--- src/zmip_pkg.sv ---
// Shared types, constants and helpers for the z maximum intensity projection.
// No dependencies; every other file except zmip_ram imports this package.
package zmip_pkg;

    // Size limits of the region
    localparam int MAX_WIDTH    = 512;
    localparam int MAX_HEIGHT   = 512;
    localparam int MAX_CHANNELS = 3;
    localparam int DEPTH_LIMIT  = 4096;

    // Field and register widths
    localparam int BYTE_W     = 8;
    localparam int DIM_W      = 10;
    localparam int DEPTH_W    = 13;
    localparam int CH_W       = 2;
    localparam int INDEX_W    = 20;
    localparam int CFG_IDX_W  = 3;
    localparam int CFG_DATA_W = 13;

    // Counter and address widths
    localparam int XC_W  = (MAX_WIDTH > 1) ? $clog2(MAX_WIDTH) : 1;
    localparam int YC_W  = (MAX_HEIGHT > 1) ? $clog2(MAX_HEIGHT) : 1;
    localparam int ZC_W  = $clog2(DEPTH_LIMIT);
    localparam int PLANE = MAX_WIDTH * MAX_HEIGHT;
    localparam int PIX_W = (PLANE > 1) ? $clog2(PLANE) : 1;

    // Colour slots of a packed pixel
    localparam int RGB_N = 3;

    // Front-to-back queue
    localparam int Q_DEPTH = 2;
    localparam int Q_PTR_W = (Q_DEPTH > 1) ? $clog2(Q_DEPTH) : 1;
    localparam int Q_CNT_W = $clog2(Q_DEPTH + 1);

    // Register indexes
    localparam logic [CFG_IDX_W-1:0] CFG_VOI_WIDTH     = 3'd0;
    localparam logic [CFG_IDX_W-1:0] CFG_VOI_HEIGHT    = 3'd1;
    localparam logic [CFG_IDX_W-1:0] CFG_VOI_DEPTH     = 3'd2;
    localparam logic [CFG_IDX_W-1:0] CFG_CHANNEL_COUNT = 3'd3;
    localparam logic [CFG_IDX_W-1:0] CFG_BGRA_MODE     = 3'd4;
    localparam logic [CFG_IDX_W-1:0] CFG_ALPHA_VALUE   = 3'd5;

    // Effective (clamped) configuration
    typedef struct packed {
        logic [DIM_W-1:0]   w;
        logic [DIM_W-1:0]   h;
        logic [DEPTH_W-1:0] d;
        logic [CH_W-1:0]    ch;
        logic               bgra;
        logic [BYTE_W-1:0]  alpha;
    } t_cfg;

    // One classified voxel on its way to the back end
    typedef struct packed {
        logic [BYTE_W-1:0]  voxel;
        logic [CH_W-1:0]    chan;
        logic [PIX_W-1:0]   pix;
        logic               first_z;
        logic               emit;
        logic               bgra;
        logic [INDEX_W-1:0] index;
        logic               last;
    } t_item;

    // Zero acts as one; above the limit saturates
    function automatic logic [DEPTH_W-1:0] clamp_size(input logic [DEPTH_W-1:0] v,
                                                      input logic [DEPTH_W-1:0] hi);
        logic [DEPTH_W-1:0] res;
        if (v == '0) begin
            res = DEPTH_W'(1);
        end else if (v > hi) begin
            res = hi;
        end else begin
            res = v;
        end
        return res;
    endfunction

endpackage

--- src/zmip_queue.sv ---
// Short register FIFO between front and back end.
// Depends on zmip_pkg.
module zmip_queue import zmip_pkg::*; (
    input  logic  i_clk,
    input  logic  i_rst_n,
    input  logic  i_push,
    input  t_item i_item,
    input  logic  i_pop,
    output logic  o_full,
    output logic  o_valid,
    output t_item o_head
);

    t_item              r_mem [Q_DEPTH];
    logic [Q_PTR_W-1:0] r_wptr, r_rptr;
    logic [Q_CNT_W-1:0] r_count;

    function automatic logic [Q_PTR_W-1:0] ptr_inc(input logic [Q_PTR_W-1:0] p);
        logic [Q_PTR_W-1:0] res;
        if (p == Q_PTR_W'(Q_DEPTH - 1)) begin
            res = '0;
        end else begin
            res = p + Q_PTR_W'(1);
        end
        return res;
    endfunction

    assign o_full  = (r_count == Q_CNT_W'(Q_DEPTH));
    assign o_valid = (r_count != '0);
    assign o_head  = r_mem[r_rptr];

    always_ff @(posedge i_clk) begin
        if (i_push) begin
            r_mem[r_wptr] <= i_item;
        end
    end

    always_ff @(posedge i_clk) begin
        if (!i_rst_n) begin
            r_wptr  <= '0;
            r_rptr  <= '0;
            r_count <= '0;
        end else begin
            if (i_push) begin
                r_wptr <= ptr_inc(r_wptr);
            end
            if (i_pop) begin
                r_rptr <= ptr_inc(r_rptr);
            end
            if (i_push && !i_pop) begin
                r_count <= r_count + Q_CNT_W'(1);
            end else if (i_pop && !i_push) begin
                r_count <= r_count - Q_CNT_W'(1);
            end
        end
    end

endmodule

--- config.mk ---
export PLATFORM = sky130hd
export DESIGN_NAME = zmip_queue
export DESIGN_NICKNAME = d
export VERILOG_FILES = /design/src/zmip_pkg.sv /design/src/zmip_queue.sv
export SDC_FILE = /design/constraint.sdc
export NUM_CORES = 1
export LEC_CHECK = 0
export BUFFER_PORTS_ARGS = -buffer_cell sky130_fd_sc_hd__buf_2
export CORE_MARGIN = 10
export CORE_UTILIZATION = 30
export CTS_CLUSTER_DIAMETER = 50
export DETAILED_ROUTE_END_ITERATION = 7
export GPL_ROUTABILITY_DRIVEN = 0
export GPL_TIMING_DRIVEN = 0
export PLACE_DENSITY = 0.52
export REMOVE_ABC_BUFFERS = 1
export SLEW_MARGIN = 20
export SYNTH_ARGS = -nofsm -noshare
export SYNTH_HDL_FRONTEND = slang
export SYNTH_SLANG_ARGS = --single-unit
--- constraint.sdc ---
create_clock -name i_clk -period 3.1 [get_ports i_clk]
set_input_delay 0.31 -clock i_clk [delete_from_list [all_inputs] [get_ports i_clk]]
set_output_delay 0.31 -clock i_clk [all_outputs]
set_load 0.03 [all_outputs]
; ---- Yosys cells after proc, flatten, opt, wreduce, memory -nomap -nowiden
; Memory sizes are Yosys's and may differ from the RTL's. A register that Yosys moved wholly into a read port is not among the register bits.
; Cells that the tools add are included.
[word_totals]
ff_bits = 4
mem_bits_rw = 104
output_inout_bits = 54
wordCells = 23
mem_count = 1
[op_classes]
add_sub_neg = 4
eq_ne = 1
muxes = 8
reduce_logical = 6
[memory_table]
columns = name, depth, word_bits, rd, rd_clocked_by_memory_dff, write_ports, line
row1 = r_mem, 2, 52, 1, 1, 1, zmip_queue.sv:14  ; t_item r_mem [Q_DEPTH];
[op_table]
columns = cell, count
row1 = 1-bit 2-to-1 mux, 6
row2 = 2-bit 2-to-1 mux, 2
row3 = 2-bit nonzero test, 2
row4 = "1-bit adder, second input constant", 2
row5 = "2-bit by 1-bit adder with 2-bit output, second input constant", 1
row6 = "2-bit equality test, second input constant", 1
row7 = 1-bit logical AND, 2
row8 = 1-bit zero test, 2
row9 = "2-bit by 1-bit subtractor with 2-bit output, second input constant", 1

; ---- Depth between registers and ports, before layout
[depth]
word_depth = 4
ltp_mapped = 5
depth_no_buf = 5

; ---- Least setup slack after synthesis
; Ideal clock, no wire load.
[synth_path]
path_type = reg-to-reg
start = reg r_wptr
end = mem r_mem[0][0] (netlist name), enable pin
setup_time_ns = 0.469
arrival_ns = 2.649
setup_slack_ns = -0.018
stages_incl_launch_ff = 2
path_cell_list = dfxtp_1 > nor2b_1
[synth_rtl]
columns = item, line
row1 = start: declaration, zmip_queue.sv:15  ; logic [Q_PTR_W-1:0] r_wptr, r_rptr;
row2 = start signal: assignment, zmip_queue.sv:45  ; r_wptr <= ptr_inc(r_wptr);
row3 = end: declaration, zmip_queue.sv:14
; Straight into the memory's write port.

==> summary.md <==
| Metric | Value |
|---|---|
| Most numerous cell in the Yosys netlist | edfxtp_1 |
| Worst Path Required | 2.79 ns |
| Final Cell Area | 5090 sq um |
| DR iter-0 viols | 66 |
| Gate power share | 13.8% |
| Setup violators final | 0 |
| Worst path cell trace | buf_12 > mux2_2 > buf_2 |
| Post-CTS Hold Buffers | 0 |
| Total grt overflow | 0 |
| Status | finished clean |
| PD cells | 645 nW/um^2 |
| Clock skew | 0.00838 ns |
| Main synth FF type | edfxtp_1 |
| DR WL met2 | 3.96 mm |
| CTS tree | built |
| Ports | 110 |
| Skew-Pair Late Insertion Delay | 0.34 ns |
| # DRC | 0 |
| Worst Hold Launch | i_item[43] |
| Ranking of synthesized cells by area | edfxtp_1 (78%), mux2_2 (15%), dfxtp_1 (2.5%) |
| Post-CTS Repair Setup Buffers | 0 |
| Buf+Inv Stages, Crit Path | 2 |
| RSZ-0062 raised after global routing | no |
| Setup tns final | 0 ns |
| Max-cap violations | 0 |
| Critical path type | flip-flop to primary output |
| Worst Slack Setup Final | 1.04 ns |
| Sw Pwr | 0.792 mW |
| Largest net degree at the start of global routing | 30 |
| Reg clk slew, reported paths | 0.07 ns |
| I/O Buffers | 109 |
| Syn avg cell area | 21.7 sq um |
| Top Layer Used | met4 |
| FMAX | 0.485 GHz |
| DPL Wire Length | 5.57 mm |
| Vias | 2048 |
| WL per Instance | 16.3 um |
| Layout cells sized above 1 | 59.3% |
| Post-Layout Cell Count | 483 |
| FF+latch count, synth | 109 |
| Max incr delay on CP | 0.58 ns |
| Netlist cell types | 17 |
| P&R area growth vs syn | 27.5% |
| Post-DR vias/cell | 4.24 |
| Crit-path slowest cell | dfxtp_4 |
| Post-DRT Antenna Nets | 0 |
| Clock root buffer | clkbuf_16 |
| Worst-margin pin slew | 0.594 ns |
| Fillcell total | 1270 |
| TritonCTS buffer count | 9 |
| Ys Warns | 0 |
| Core Region | 13100 sq um |
| Seq/Total Area, Yosys | 80.8% |
| Maximum VDD drop | 0.000255 V |
| Post-synth top cells | edfxtp_1 (104), mux2_2 (52), buf_6 (5), dfxtp_1 (5), and2_1 (4) |
| Sw Share | 24.1% |
| CP endpoint kind | primary output |
| Initial Util | 30.4% |
| Launch point of the worst reg-to-reg path | r_wptr |
| Worst Hold Class | input pin to flip-flop |
| Critical path arrival | 1.75 ns |
| Clock Power Share | 33.5% |
| All-Layer GR Usage | 8.84% |
| Final hold violation count | 0 |
| Met1 wire length | 3.12 mm |
| LEAKAGE | 1.89 nW |
| Seq pwr share | 52.7% |
| DRT Wirelength | 7.85 mm |
| Met3 wire length | 590 um |
| Std-Cell Rows | 42 |
| Post-DP Area | 4800 sq um |
| Post_cts resized | 0 |
| Yosys top cell area share | 78.2% |
| Initial antenna violation count | 0 |
| Final Util | 38.7% |
| Dominant delay contributor by cell family on the critical path | flip-flops |
| Cell area after synthesis | 3990 sq um |
| DIE HEIGHT | 135 um |
| Slew margin rel. | 60.3% |
| Gate Count Post-Synth | 184 |
| Diodes inserted | 0 |
| Post-place setup slack | 1.38 ns |
| Clock Sink Count | 109 |
| Minimum clock period | 2.06 ns |
| Clock Path Buffers | 2 |
| Post-synth EDFFs | 104 |
| Nets | 359 |
| Post-synth top area cell | edfxtp_1 |
| H-tree depth | 3 |
| Final Max Slew Viols | 0 |
| Vias in the first global route | 2321 |
| Global-route wire length before repair | 12.3 mm |
| CP Launch Type | flip-flop |
| Fin crit share | 66.4% |
| Fraction of registers with async set/reset | 0% |
| Inst Count DP | 467 |
| Worst-path maximum fanout | 29 |
| Chip width | 135 um |
| First drt pass iteration count | 4 |
| Pint | 2.49 mW |
| Die Area | 18300 sq um |
## logic make-up after synthesis
logic type                 share of synthesized area [%]
xor gates and xnor gates                           0.658
AOI/OAI and AO/OA                                  0.502
buffers and inverters                               1.63
adders and majority gates                          0.313
muxes                                               14.7
DFF                                                 80.8
and+or+nand+nor                                     1.47
## area by class of cell
cell class                 instances  area, sq um  share of cell area (%)
sequential                       109         3230                    63.4
multi-input combinational         68          713                    14.0
timing repair buffer             113          641                    12.6
clock buffer                      10          229                    4.50
tap                              176          220                    4.33
clock inverter                     6         53.8                    1.06
inverter                           1         3.75                  0.0738
## per-layer routing
metal | GRT usage, % | vias to the layer above
met5 | 0 | -
met4 | 5.38 | 0
met3 | 3.78 | 13
met2 | 14.7 | 66
met1 | 9.10 | 1010
li1 | - | 959
## worst paths after layout
kind	end	slack (ns)	depth (start not counted)
setup reg to reg	r_mem[1][48]	1.69	2
hold / removal	r_mem[1][43]	0.15	1
setup / recovery	o_head[0]	1.04	3
hold reg to reg	r_count[1]	0.50	2
## worst register-to-register path: stages (launching register included)
cell,delay (ns)
dfxtp_1,0.39
and2_4,0.43
buf_12,0.25
## placed cells by master, fill, tap and decap left out, drive strengths merged
cell / n
and2: 4
or3: 1
bufinv: 1
clkinv: 4
clkinvlp: 1
nor2b: 2
xnor2: 1
a21boi: 1
ha: 1
mux2: 52
or2: 1
o21ai: 1
inv: 1
o21a: 1
buf: 113
and2b: 1
xor2: 2
edfxtp: 104
dfxtp: 5
clkbuf: 10
## power by group through the flow
stage	registers, mW	logic, mW	clock network (mW)
final	1.73	0.453	1.10
after global routing	1.74	0.487	1.21
after CTS	1.73	0.465	1.15
after detailed placement	1.76	0.463	0
after global placement	1.78	0.427	0
after floorplan	1.77	0.289	0
## registers in the layout, summed over array words and instances, names as in the netlist, named ones only
signal / cells
r_rptr: 1
r_count: 2
r_mem: 104
r_wptr: 1
## through the flow
| stage | hold slack, ns | power (mW) |
|---|---|---|
| 6_report | 0.147 | 3.28 |
| 5_1_grt | 0.128 | 3.43 |
| 4_1_cts | 0.126 | 3.34 |
| 3_5_place_dp | 0.494 | 2.23 |
| 3_3_place_gp | 0.477 | 2.21 |
| 2_1_floorplan | 0.409 | 2.05 |
Power figures use the tool's default switching activity.
