$ cat config.mk
export PLATFORM = sky130hd
export DESIGN_NAME = zmip_front
export DESIGN_NICKNAME = d
export VERILOG_FILES = /design/src/zmip_pkg.sv /design/src/zmip_front.sv
export SDC_FILE = /design/constraint.sdc
export NUM_CORES = 1
export LEC_CHECK = 0
export ABC_AREA = 1
export BUFFER_PORTS_ARGS = -buffer_cell sky130_fd_sc_hd__buf_2
export CAP_MARGIN = 10
export CORE_ASPECT_RATIO = 0.6
export CORE_MARGIN = 1
export CORE_UTILIZATION = 27
export CTS_BUF_LIST = sky130_fd_sc_hd__clkbuf_4 sky130_fd_sc_hd__clkbuf_8
export CTS_CLUSTER_SIZE = 28
export DETAILED_ROUTE_END_ITERATION = 7
export GPL_TIMING_DRIVEN = 0
export SLEW_MARGIN = 15
export SYNTH_ARGS = -nofsm -noshare
export SYNTH_HDL_FRONTEND = slang
export SYNTH_SLANG_ARGS = --single-unit
$ cat constraint.sdc
create_clock -name i_clk -period 7.8 [get_ports i_clk]
set_clock_uncertainty 0.2 [all_clocks]
set_input_delay 0.78 -clock i_clk [delete_from_list [all_inputs] [get_ports i_clk]]
set_output_delay 0.78 -clock i_clk [all_outputs]
set_load 0.1 [all_outputs]
$ cat src/zmip_pkg.sv
// Shared types, constants and helpers for the z maximum intensity projection.
// No dependencies; every other file except zmip_ram imports this package.
package zmip_pkg;

    // Size limits of the region
    localparam int MAX_WIDTH    = 512;
    localparam int MAX_HEIGHT   = 512;
    localparam int MAX_CHANNELS = 3;
    localparam int DEPTH_LIMIT  = 4096;

    // Field and register widths
    localparam int BYTE_W     = 8;
    localparam int DIM_W      = 10;
    localparam int DEPTH_W    = 13;
    localparam int CH_W       = 2;
    localparam int INDEX_W    = 20;
    localparam int CFG_IDX_W  = 3;
    localparam int CFG_DATA_W = 13;

    // Counter and address widths
    localparam int XC_W  = (MAX_WIDTH > 1) ? $clog2(MAX_WIDTH) : 1;
    localparam int YC_W  = (MAX_HEIGHT > 1) ? $clog2(MAX_HEIGHT) : 1;
    localparam int ZC_W  = $clog2(DEPTH_LIMIT);
    localparam int PLANE = MAX_WIDTH * MAX_HEIGHT;
    localparam int PIX_W = (PLANE > 1) ? $clog2(PLANE) : 1;

    // Colour slots of a packed pixel
    localparam int RGB_N = 3;

    // Front-to-back queue
    localparam int Q_DEPTH = 2;
    localparam int Q_PTR_W = (Q_DEPTH > 1) ? $clog2(Q_DEPTH) : 1;
    localparam int Q_CNT_W = $clog2(Q_DEPTH + 1);

    // Register indexes
    localparam logic [CFG_IDX_W-1:0] CFG_VOI_WIDTH     = 3'd0;
    localparam logic [CFG_IDX_W-1:0] CFG_VOI_HEIGHT    = 3'd1;
    localparam logic [CFG_IDX_W-1:0] CFG_VOI_DEPTH     = 3'd2;
    localparam logic [CFG_IDX_W-1:0] CFG_CHANNEL_COUNT = 3'd3;
    localparam logic [CFG_IDX_W-1:0] CFG_BGRA_MODE     = 3'd4;
    localparam logic [CFG_IDX_W-1:0] CFG_ALPHA_VALUE   = 3'd5;

    // Effective (clamped) configuration
    typedef struct packed {
        logic [DIM_W-1:0]   w;
        logic [DIM_W-1:0]   h;
        logic [DEPTH_W-1:0] d;
        logic [CH_W-1:0]    ch;
        logic               bgra;
        logic [BYTE_W-1:0]  alpha;
    } t_cfg;

    // One classified voxel on its way to the back end
    typedef struct packed {
        logic [BYTE_W-1:0]  voxel;
        logic [CH_W-1:0]    chan;
        logic [PIX_W-1:0]   pix;
        logic               first_z;
        logic               emit;
        logic               bgra;
        logic [INDEX_W-1:0] index;
        logic               last;
    } t_item;

    // Zero acts as one; above the limit saturates
    function automatic logic [DEPTH_W-1:0] clamp_size(input logic [DEPTH_W-1:0] v,
                                                      input logic [DEPTH_W-1:0] hi);
        logic [DEPTH_W-1:0] res;
        if (v == '0) begin
            res = DEPTH_W'(1);
        end else if (v > hi) begin
            res = hi;
        end else begin
            res = v;
        end
        return res;
    endfunction

endpackage

$ cat src/zmip_front.sv
// Front end: raster position counters and per-word classification.
// Depends on zmip_pkg.
module zmip_front import zmip_pkg::*; (
    input  logic  i_clk,
    input  logic  i_rst_n,
    input  t_cfg  i_cfg,
    input  logic  i_restart,
    input  logic  i_valid,
    input  logic  i_full,
    input  logic [BYTE_W-1:0] i_voxel,
    output logic  o_push,
    output t_item o_item
);

    logic [XC_W-1:0]    r_x, n_x;
    logic [YC_W-1:0]    r_y, n_y;
    logic [ZC_W-1:0]    r_z, n_z;
    logic [CH_W-1:0]    r_c, n_c;
    logic [PIX_W-1:0]   r_pix, n_pix;
    logic [INDEX_W-1:0] r_lin, n_lin;
    logic [INDEX_W-1:0] r_base, n_base;

    logic last_x, last_y, last_z, last_c, accept;

    assign last_x = (DIM_W'(r_x) + DIM_W'(1)) >= i_cfg.w;
    assign last_y = (DIM_W'(r_y) + DIM_W'(1)) >= i_cfg.h;
    assign last_z = (DEPTH_W'(r_z) + DEPTH_W'(1)) >= i_cfg.d;
    assign last_c = (r_c + CH_W'(1)) >= i_cfg.ch;
    assign accept = i_valid && !i_full;

    always_comb begin
        o_item.voxel   = i_voxel;
        o_item.chan    = r_c;
        o_item.pix     = r_pix;
        o_item.first_z = (r_z == '0);
        o_item.emit    = last_z && (!i_cfg.bgra || last_c);
        o_item.bgra    = i_cfg.bgra;
        o_item.index   = i_cfg.bgra ? INDEX_W'(r_pix) : r_lin;
        o_item.last    = last_x && last_y && (i_cfg.bgra || last_c);
    end

    assign o_push = accept;

    always_comb begin
        n_x    = r_x;
        n_y    = r_y;
        n_z    = r_z;
        n_c    = r_c;
        n_pix  = r_pix;
        n_lin  = r_lin;
        n_base = r_base;
        if (accept) begin
            n_pix = r_pix + PIX_W'(1);
            n_lin = r_lin + INDEX_W'(1);
            if (!last_x) begin
                n_x = r_x + XC_W'(1);
            end else begin
                n_x = '0;
                if (!last_y) begin
                    n_y = r_y + YC_W'(1);
                end else begin
                    n_y   = '0;
                    n_pix = '0;
                    if (!last_z) begin
                        // next slice of the same channel: back to channel base
                        n_z   = r_z + ZC_W'(1);
                        n_lin = r_base;
                    end else begin
                        n_z = '0;
                        if (last_c) begin
                            n_c    = '0;
                            n_lin  = '0;
                            n_base = '0;
                        end else begin
                            n_c    = r_c + CH_W'(1);
                            n_base = r_lin + INDEX_W'(1);
                        end
                    end
                end
            end
        end
    end

    always_ff @(posedge i_clk) begin
        if (!i_rst_n || i_restart) begin
            r_x    <= '0;
            r_y    <= '0;
            r_z    <= '0;
            r_c    <= '0;
            r_pix  <= '0;
            r_lin  <= '0;
            r_base <= '0;
        end else begin
            r_x    <= n_x;
            r_y    <= n_y;
            r_z    <= n_z;
            r_c    <= n_c;
            r_pix  <= n_pix;
            r_lin  <= n_lin;
            r_base <= n_base;
        end
    end

endmodule

* Yosys cells after proc, flatten, opt, wreduce, memory -nomap -nowiden
Cells that the tools add are included.
** Storage, ports and cells
- Bits in registers :: 90
- Latch bits :: 0
- RAM bits :: 0
- Bits in read-only memories :: 0
- Bits of input ports :: 57
- Logic and storage cells :: 45
- Memories kept :: 0
** Cells by class
- Add/subtract/negate cells :: 9
- Multipliers :: 0
- Divide/modulo/power cells :: 0
- $lt $le $gt $ge :: 4
- Equality and inequality tests :: 0
- Shifts and indexed selects :: 0
- Multiplexer cells :: 11
- Bitwise logic cells :: 0
- Reductions and logical operators :: 14
** Operator list (count)
- 20-bit two-way mux :: 5
- 18-bit two-way mux :: 2
- 20-bit by 1-bit adder with 20-bit output, second input constant :: 1
- 9-bit by 1-bit adder with 10-bit output, second input constant :: 2
- 10-bit greater-or-equal comparator :: 2
- 18-bit by 1-bit adder with 18-bit output, second input constant :: 1
- 9-bit by 1-bit adder with 9-bit output, second input constant :: 2
- 9-bit two-way mux :: 2
- 12-bit by 1-bit adder with 13-bit output, second input constant :: 1
- 13-bit greater-or-equal comparator :: 1
- 12-bit by 1-bit adder with 12-bit output, second input constant :: 1
- 12-bit logical NOT :: 1
- 12-bit two-way mux :: 1
- 1-bit logical AND :: 4
- 4-bit AND reduction :: 1
- 1-bit logical NOT :: 3
- 1-bit logical OR :: 3
- 3-bit AND reduction :: 1
- 2-bit by 1-bit adder with 2-bit output, second input constant :: 1
- 2-bit greater-or-equal comparator :: 1
- 2-bit two-way mux :: 1
- 2-bit AND reduction :: 1

* Depth between registers and ports, before layout
Gate-level depths: netlist of run 1.
- Depth in word-level cells :: 6
- Mapped depth :: 23
- Gate-level depth less buffers :: 23

* Worst setup path after synthesis of run 1
Ideal clock, no wire load.
- Path type :: reg-to-output
- From :: register r_z[0]
- To :: output port o_item[22] (netlist name)
- Arrival time :: 3.731 ns
- Data required time :: 6.820 ns
- Path slack :: 3.089 ns
- Cell stages (with the launch flop) :: 18
- Buffers on the path :: 1
- Cells stage by stage :: dfxtp_1 > ha_1 > nand2_1 > nor2_1 > nand4_1 > nor2_1 > nand3_1 > nand2_1 > inv_1 > ha_1 > nand2_1 > nor2_1 > and2_1 > nand2_1 > inv_1 > nor2_4 > buf_4 > a21oi_1
** RTL lines
- start: declaration :: line zmip_front.sv:17 : logic [ZC_W-1:0] r_z, n_z;
- start signal: assignment :: line zmip_front.sv:96 : r_z <= n_z;
- end: declaration :: line zmip_front.sv:12 : output t_item o_item

==> results.yml, run 1 <==
run_status:
  outcome: "finished clean"
floorplanning:
  core_area_um2: 22440
  die_width_um: 199.0
  ios: 110
  die-area_um2: 23910
  die_h_um: 120.2
  rows: 42
  start_util: 0.2801
worst_setup_path:
  cp_common_cell: "nand2_1"
  reg2reg_from: "r_z[0]"
  reg2reg_slack_ns: 4.15
  cp-startpoint: "r_z[0]"
  path_cells: "ha_1 > nand2_1 > nor2_1 > nand4_1 > nor2_1 > nand3_1 > nand2_1 > inv_1 > ha_1 > nand2_1 > nor2_1 > and2_1 > nand2_1 > inv_1 > nor2_4 > buf_4 > a21oi_1 > buf_2"
  path_max_fanout: 10
  crit_buf_inv: 4
  worstReg2RegEnd: "r_lin[4]"
  cp_num_cells: 18
  endpoint_kind: "output port"
  cp_slowest_cell: "buf_2"
  start_kind: "flip-flop"
  cp_data_required_time_ns: 6.82
  worstSetupPathType: "reg -> out"
  cp-endpoint: "o_item[22]"
  cp_top_family: "simple AND/OR/NAND/NOR gates"
  arrival_ns: 3.71
  crit_path_max_incr_delay_ns: 0.45
  r2r_cells: 20
detailed_routing:
  drt_wl_total_um: 19290
  postRouteAntennaNets: 0
  drt-vias-per-instance: 4.536
  drc: 0
  num_vias: 6283
  route.detailed.wl_per_inst_um: 13.92
  first_pass_iters: 5
  drt_iter0_markers: 587
cells_and_area:
  diodes: 0
  final_common_cell: "nand2_1"
  syn2layout_area_growth_pct: 16.48
  final_nets: 1170
  final_cell_mix: "nand2_1 (296), inv_1 (138), buf_2 (100), dfxtp_1 (90), nor2_1 (71)"
  layout-drive-gt1-share: 0.1606
global_route:
  antenna_found_initial: 0
  track_usage: 0.1659
  grt_pass1_wl_um: 30760
  grt_pass1_vias: 5788
  grt_max_degree: 17
  overflow: 0
yosys:
  synth.cell_area_um2: 6285
  synth_seq_area_share: 0.2867
  synth_cells: 968
  ys_ff_latch: 90
  synth_nets: 1066
  ys_warn_count: 0
  synth.avg_cell_area_um2: 6.493
  synthDistinctLibCells: 43
  async_flop_share: 0
  ys.flop_type: "dfxtp_1"
  synth_edf_count: 0
sta:
  setup_slack_ns: 3.110
  hold_viol: 0
  rsz0062_at_grt: "false"
  max_freq_ghz: 0.2132
  timing.setup.tns_ns: 0
  fin_crit_ns: 4.690
  period_share: 0.6012
  slew_viol_final: 0
  relSlewSlack: 0.4504
  finalSetupViolations: 0
  tightest_slew_ns: 0.8244
clock_tree:
  cts_made_buffers: 9
  cts.clk_slew.worst_paths_ns: 0.10
  h-tree-depth: 3
  cts_resized: 0
  cts.sinks: 90
  cts_tree: "yes"
  clk_path_buf_depth: 2
  clk_latency_ns: 0.37
  cts.hold.buffers_added: 0
  post_cts_buffers: 0
  clock-root-buffer: "clkbuf_8"
run:
  drv_cap: 0
placed_design:
  place.gp.congestion: 0.9314
  pre_cts_ws_ns: 3.534
  hpwlAfterDp_um: 15330
  io_buffers: 93
power:
  p_switching_uw: 262.6
  leakage_nw: 3.406
  p_per_area_nw_per_um2: 119.8
  combPwrFrac: 0.112
  clockPowerShare: 0.361
  switching_share: 0.2996
  vdd_ir_drop_max_uv: 78.56
  p_int_uw: 614.0
  power_frac_seq: 0.527
hold_path:
  hp-class: "reg -> reg"
[synthesized netlist by cell type, types with 2 or more instances]
library cell / instances / area, um^2
buf_4: 12 / 90.09
buf_2: 7 / 35.03
o22ai_1: 4 / 25.02
inv_1: 138 / 518.0
nor4_1: 3 / 18.77
o21ai_1: 7 / 35.03
o21ai_0: 41 / 205.2
buf_6: 5 / 56.30
xor2_1: 35 / 306.5
dfxtp_1: 90 / 1802
nor3_2: 2 / 20.02
nor2_1: 71 / 266.5
nor2_4: 6 / 67.56
a21oi_2: 2 / 17.52
inv_2: 3 / 11.26
clkbuf_1: 13 / 48.80
nor3b_2: 2 / 25.02
xnor2_1: 4 / 35.03
nand2_2: 7 / 43.79
ha_1: 41 / 513.0
a21oi_1: 58 / 290.3
and3_1: 2 / 12.51
nor2_2: 9 / 56.30
a21o_1: 3 / 22.52
nand3b_1: 2 / 15.01
nand3_2: 2 / 20.02
nand2_1: 296 / 1111
nor3b_1: 3 / 22.52
nor3_1: 11 / 55.05
nand3_1: 64 / 320.3
nand4_1: 12 / 75.07
and2_1: 2 / 12.51
[layer usage]
layer,GRT usage,vias to the layer above,routed length [um]
li1,-,3259,-
met1,0.2575,2794,10280
met2,0.2279,218,7155
met3,0.04268,12,1713
met4,0.02356,0,140
met5,0,-,0
[worst min path at each step]
stage	start	slack, ns	to	cells past startpoint
floorplan	r_base[16]	0.23	r_base[16]	2
CTS	r_base[8]	0.26	r_base[8]	2
global route	r_base[12]	0.28	r_base[12]	2
finish	r_base[8]	0.26	r_base[8]	2
detailed placement	r_base[8]	0.24	r_base[8]	2
global placement	r_base[16]	0.24	r_base[16]	2
[through the flow]
stage                     cell area [um^2]  instances  hold slack (ns)  total power [mW]    util
after floorplan                       6285        968           0.2272            0.5384       -
after global placement                7136       1369           0.2386            0.5697  0.3180
after detailed placement              7136       1369           0.2432            0.5704  0.3180
after CTS                             7321       1385           0.2602            0.8893  0.3263
after global routing                  7321       1385           0.2823            0.9134  0.3263
final                                 7321       1385           0.2623            0.8767  0.3263
[worst reg2reg max path, cell delays in order, from the launching register on]
cell and delay (ns):
dfxtp_1 0.39, ha_1 0.22, nand2_1 0.07, nor2_1 0.19
nand4_1 0.16, nor2_1 0.23, nand3_1 0.13, nand2_1 0.08
inv_1 0.07, ha_1 0.30, nand2_1 0.06, nor2_1 0.17
and2_1 0.15, nand2_1 0.13, nand3_4 0.19, nand2_1 0.32
inv_2 0.22, nand3_1 0.13, nand3_1 0.11, nand2_1 0.05
inv_1 0.05
[sequential cells by signal (all words and copies together), names as in the netlist]
register	cells
r_base	20
r_lin	20
r_pix	18
r_z	12
r_x	9
r_y	9
r_c	2
[power groups by stage]
stage	registers, mW	logic, mW	clock network, mW
global route	0.462	0.107	0.344
global placement	0.473	0.0972	0
floorplan	0.476	0.0628	0
finish	0.462	0.0979	0.317
CTS	0.462	0.0981	0.329
detailed placement	0.473	0.0978	0
[area by class of cell]
cell class                      instances  area (um^2)
Fill cell                            2500        15120
Multi-Input combinational cell        698         3709
Sequential cell                        90         1802
Inverter                              142        540.5
Timing Repair Buffer                   93        465.4
Tap cell                              308        385.4
Buffer                                 38        234.0
Clock buffer                           10        137.6
Clock inverter                          6        47.55
[kinds of logic (layout without fill, tap and decap cells)]
logic type | after synthesis | after routing | synth area share
flops | 90 | 90 | 0.2867
fa+ha+maj | 41 | 41 | 0.08162
xor+xnor | 40 | 40 | 0.05694
compound gates | 119 | 119 | 0.1001
buf+inv | 180 | 289 | 0.1232
simple gates | 498 | 498 | 0.3514
(Power assumes the default switching activity.)
==> run 2, diff against run 1 <==
--- a/config.mk
+++ b/config.mk
@@ -5,7 +5,7 @@
 export SDC_FILE = /design/constraint.sdc
 export NUM_CORES = 1
 export LEC_CHECK = 0
-export ABC_AREA = 1
+export ABC_AREA = 0
 export BUFFER_PORTS_ARGS = -buffer_cell sky130_fd_sc_hd__buf_2
 export CAP_MARGIN = 10
 export CORE_ASPECT_RATIO = 0.6
==> constraint.sdc (replaced) <==
create_clock -name i_clk -period 4.1 [get_ports i_clk]
set_clock_uncertainty 0.2 [all_clocks]
set_input_delay 0.41 -clock i_clk [delete_from_list [all_inputs] [get_ports i_clk]]
set_output_delay 0.41 -clock i_clk [all_outputs]
set_load 0.1 [all_outputs]
==> run 2 against run 1 <==
Effect of this change: synthesized area fell by 7.3%; final cell count down 20%; register-to-register slack worse by 3.9 ns; sequential share of layout area is 0.98 points higher; non-clock buffer count grew 11; first-iteration DRC count decreased by 28%; critical endpoint unchanged; largest cell class unchanged.
==> results.yml, run 2 <==
hold_path:
  hp-class: "reg -> reg"
  hold_start: "r_base[7]"
sta:
  tightest_slew_ns: 0.6934
  slew_viol_final: 0
  finalSetupViolations: 0
  period_share: 0.9729
  max_freq_ghz: 0.2507
  hold_viol: 0
  fin_crit_ns: 3.989
  rsz0062_at_grt: "true"
  setup_slack_ns: 0.1111
  timing.setup.tns_ns: 0
  relSlewSlack: 0.5342
yosys:
  ys_ff_latch: 90
  yosys.area.top_type: "dfxtp_1"
  synth.avg_cell_area_um2: 8.209
  synth_area_leaders: "dfxtp_1 (31%), ha_1 (8.8%), xor2_1 (5.4%), xnor2_1 (5.1%), a21oi_1 (4.6%)"
  ys.flop_type: "dfxtp_1"
  synth_cells: 710
  synth.cell_area_um2: 5828
  synth_seq_area_share: 0.3091
  ys_warn_count: 0
  synthDistinctLibCells: 63
  synth_most_common_cell: "dfxtp_1"
  synth_top_area_share: 0.3091
  synth_nets: 808
  synth_edf_count: 0
  synthTopCellsByCount: "dfxtp_1 (90), nor2_1 (71), nand2_1 (57)"
  async_flop_share: 0
floorplanning:
  start_util: 0.2764
  rows: 41
  die-area_um2: 22200
  die_width_um: 191.7
  die_h_um: 115.8
  ios: 110
  core_area_um2: 21080
global_route:
  overflow: 0
  grt_pass1_wl_um: 26560
  track_usage: 0.1536
  antenna_found_initial: 0
  grt_pass1_vias: 4838
  grt_max_degree: 16
cells_and_area:
  syn2layout_area_growth_pct: 21.23
  final_cell_mix: "buf_2 (99), dfxtp_1 (85), nor2_1 (67), nand2_1 (56), a21oi_1 (51)"
  diodes: 0
  final_common_cell: "buf_2"
  layout-drive-gt1-share: 0.2424
  final_nets: 918
  reg_top3: "r_base x20, r_lin x20, r_pix x18"
clock_tree:
  clk_latency_ns: 0.37
  cts_tree: "yes"
  clock-root-buffer: "clkbuf_8"
  cts.hold.buffers_added: 0
  cts_made_buffers: 9
  clk_path_buf_depth: 2
  h-tree-depth: 3
  cts.clk_slew.worst_paths_ns: 0.09
  cts.sinks: 90
power:
  leakage_nw: 3.021
  vdd_ir_drop_max_uv: 126.1
  p_per_area_nw_per_um2: 236.6
run:
  drv_cap: 0
placed_design:
  hpwlAfterDp_um: 13080
  place.gp.congestion: 0.8338
  pre_cts_ws_ns: -0.2846
  io_buffers: 92
detailed_routing:
  drc: 0
  route.detailed.wl_per_inst_um: 15.37
  drt_wl_total_um: 16970
  num_vias: 5475
  drt-vias-per-instance: 4.959
  drt_iter0_markers: 423
  first_pass_iters: 5
  postRouteAntennaNets: 0
run_status:
  outcome: "finished clean"
worst_setup_path:
  reg2reg_from: "r_x[0]"
  cp-startpoint: "r_z[4]"
  arrival_ns: 3.38
  worstSetupPathType: "reg -> out"
  endpoint_kind: "output port"
  start_kind: "flip-flop"
  path_max_fanout: 10
  cp_data_required_time_ns: 3.49
run 2: worst max-delay path: stages (launching register included):
cell	delay (ns)
dfxtp_2	0.40
and3_1	0.20
and3_1	0.20
nand3_2	0.16
nor2_2	0.19
xor2_2	0.18
ha_1	0.30
and2_4	0.19
a221oi_4	0.26
nor3b_4	0.29
a221o_2	0.21
buf_4	0.18
a21oi_2	0.06
buf_8	0.21
run 2: final cells by class:
class / count / area (um^2)
Fill cell: 2205 / 14020
Buffer: 42 / 230.2
Clock buffer: 10 / 137.6
Sequential cell: 90 / 1808
Clock inverter: 6 / 66.31
Tap cell: 279 / 349.1
Inverter: 39 / 146.4
Multi-Input combinational cell: 538 / 3766
Timing Repair Buffer: 100 / 561.8
run 2: cell families (layout without fill, tap and decap cells):
family,count (synthesis),in the layout,share of synthesized area
xor+xnor,70,70,0.1052
fa+ha+maj,41,41,0.08802
flops,90,90,0.3091
buf+inv,82,197,0.06440
mux,16,16,0.03091
compound gates,146,146,0.1724
simple gates,265,265,0.2299
run 2: timing repair:
action | in CTS | in global routing
setup endpoints to repair | 63 | 59
setup buffers | 3 | 5
gates resized for setup | 20 | 19
pin swaps | 3 | 5
run 2: path summary, 6_finish.rpt:
path                                    to  slack, ns  cells past startpoint
worst max-delay path            o_item[22]       0.11                     13
worst min-delay path             r_base[7]       0.26                      1
worst max register to register   r_lin[15]       0.30                     14
worst min register to register   r_base[7]       0.26                      1
run 2: routing by layer:
metal,wire length [um],GRT usage,vias up,part of all wire
met3,1083,0.03240,14,0.064
met4,114,0.02698,0,0.0067
met5,0,0,-,0
met2,6711,0.2108,163,0.40
met1,9056,0.2408,2579,0.53
li1,-,-,2719,-
run 2: per-stage QoR:
step / instance area [um^2] / utilization / hold slack, ns / cells / power, mW
after floorplan: 5841 / - / 0.2261 / 710 / 1.009
after global placement: 6650 / 0.3154 / 0.2340 / 1081 / 1.059
after detailed placement: 6650 / 0.3154 / 0.2389 / 1081 / 1.060
after CTS: 6952 / 0.3297 / 0.2624 / 1099 / 1.687
after global routing: 7066 / 0.3351 / 0.2798 / 1104 / 1.742
final: 7066 / 0.3351 / 0.2612 / 1104 / 1.671
run 2: where the power goes:
part | leakage, nW | internal (mW) | total, mW | switching, mW
logic | 2.20 | 0.0470 | 0.165 | 0.118
registers | 0.727 | 0.874 | 0.876 | 0.00196
clock network | 0.0945 | 0.298 | 0.630 | 0.332
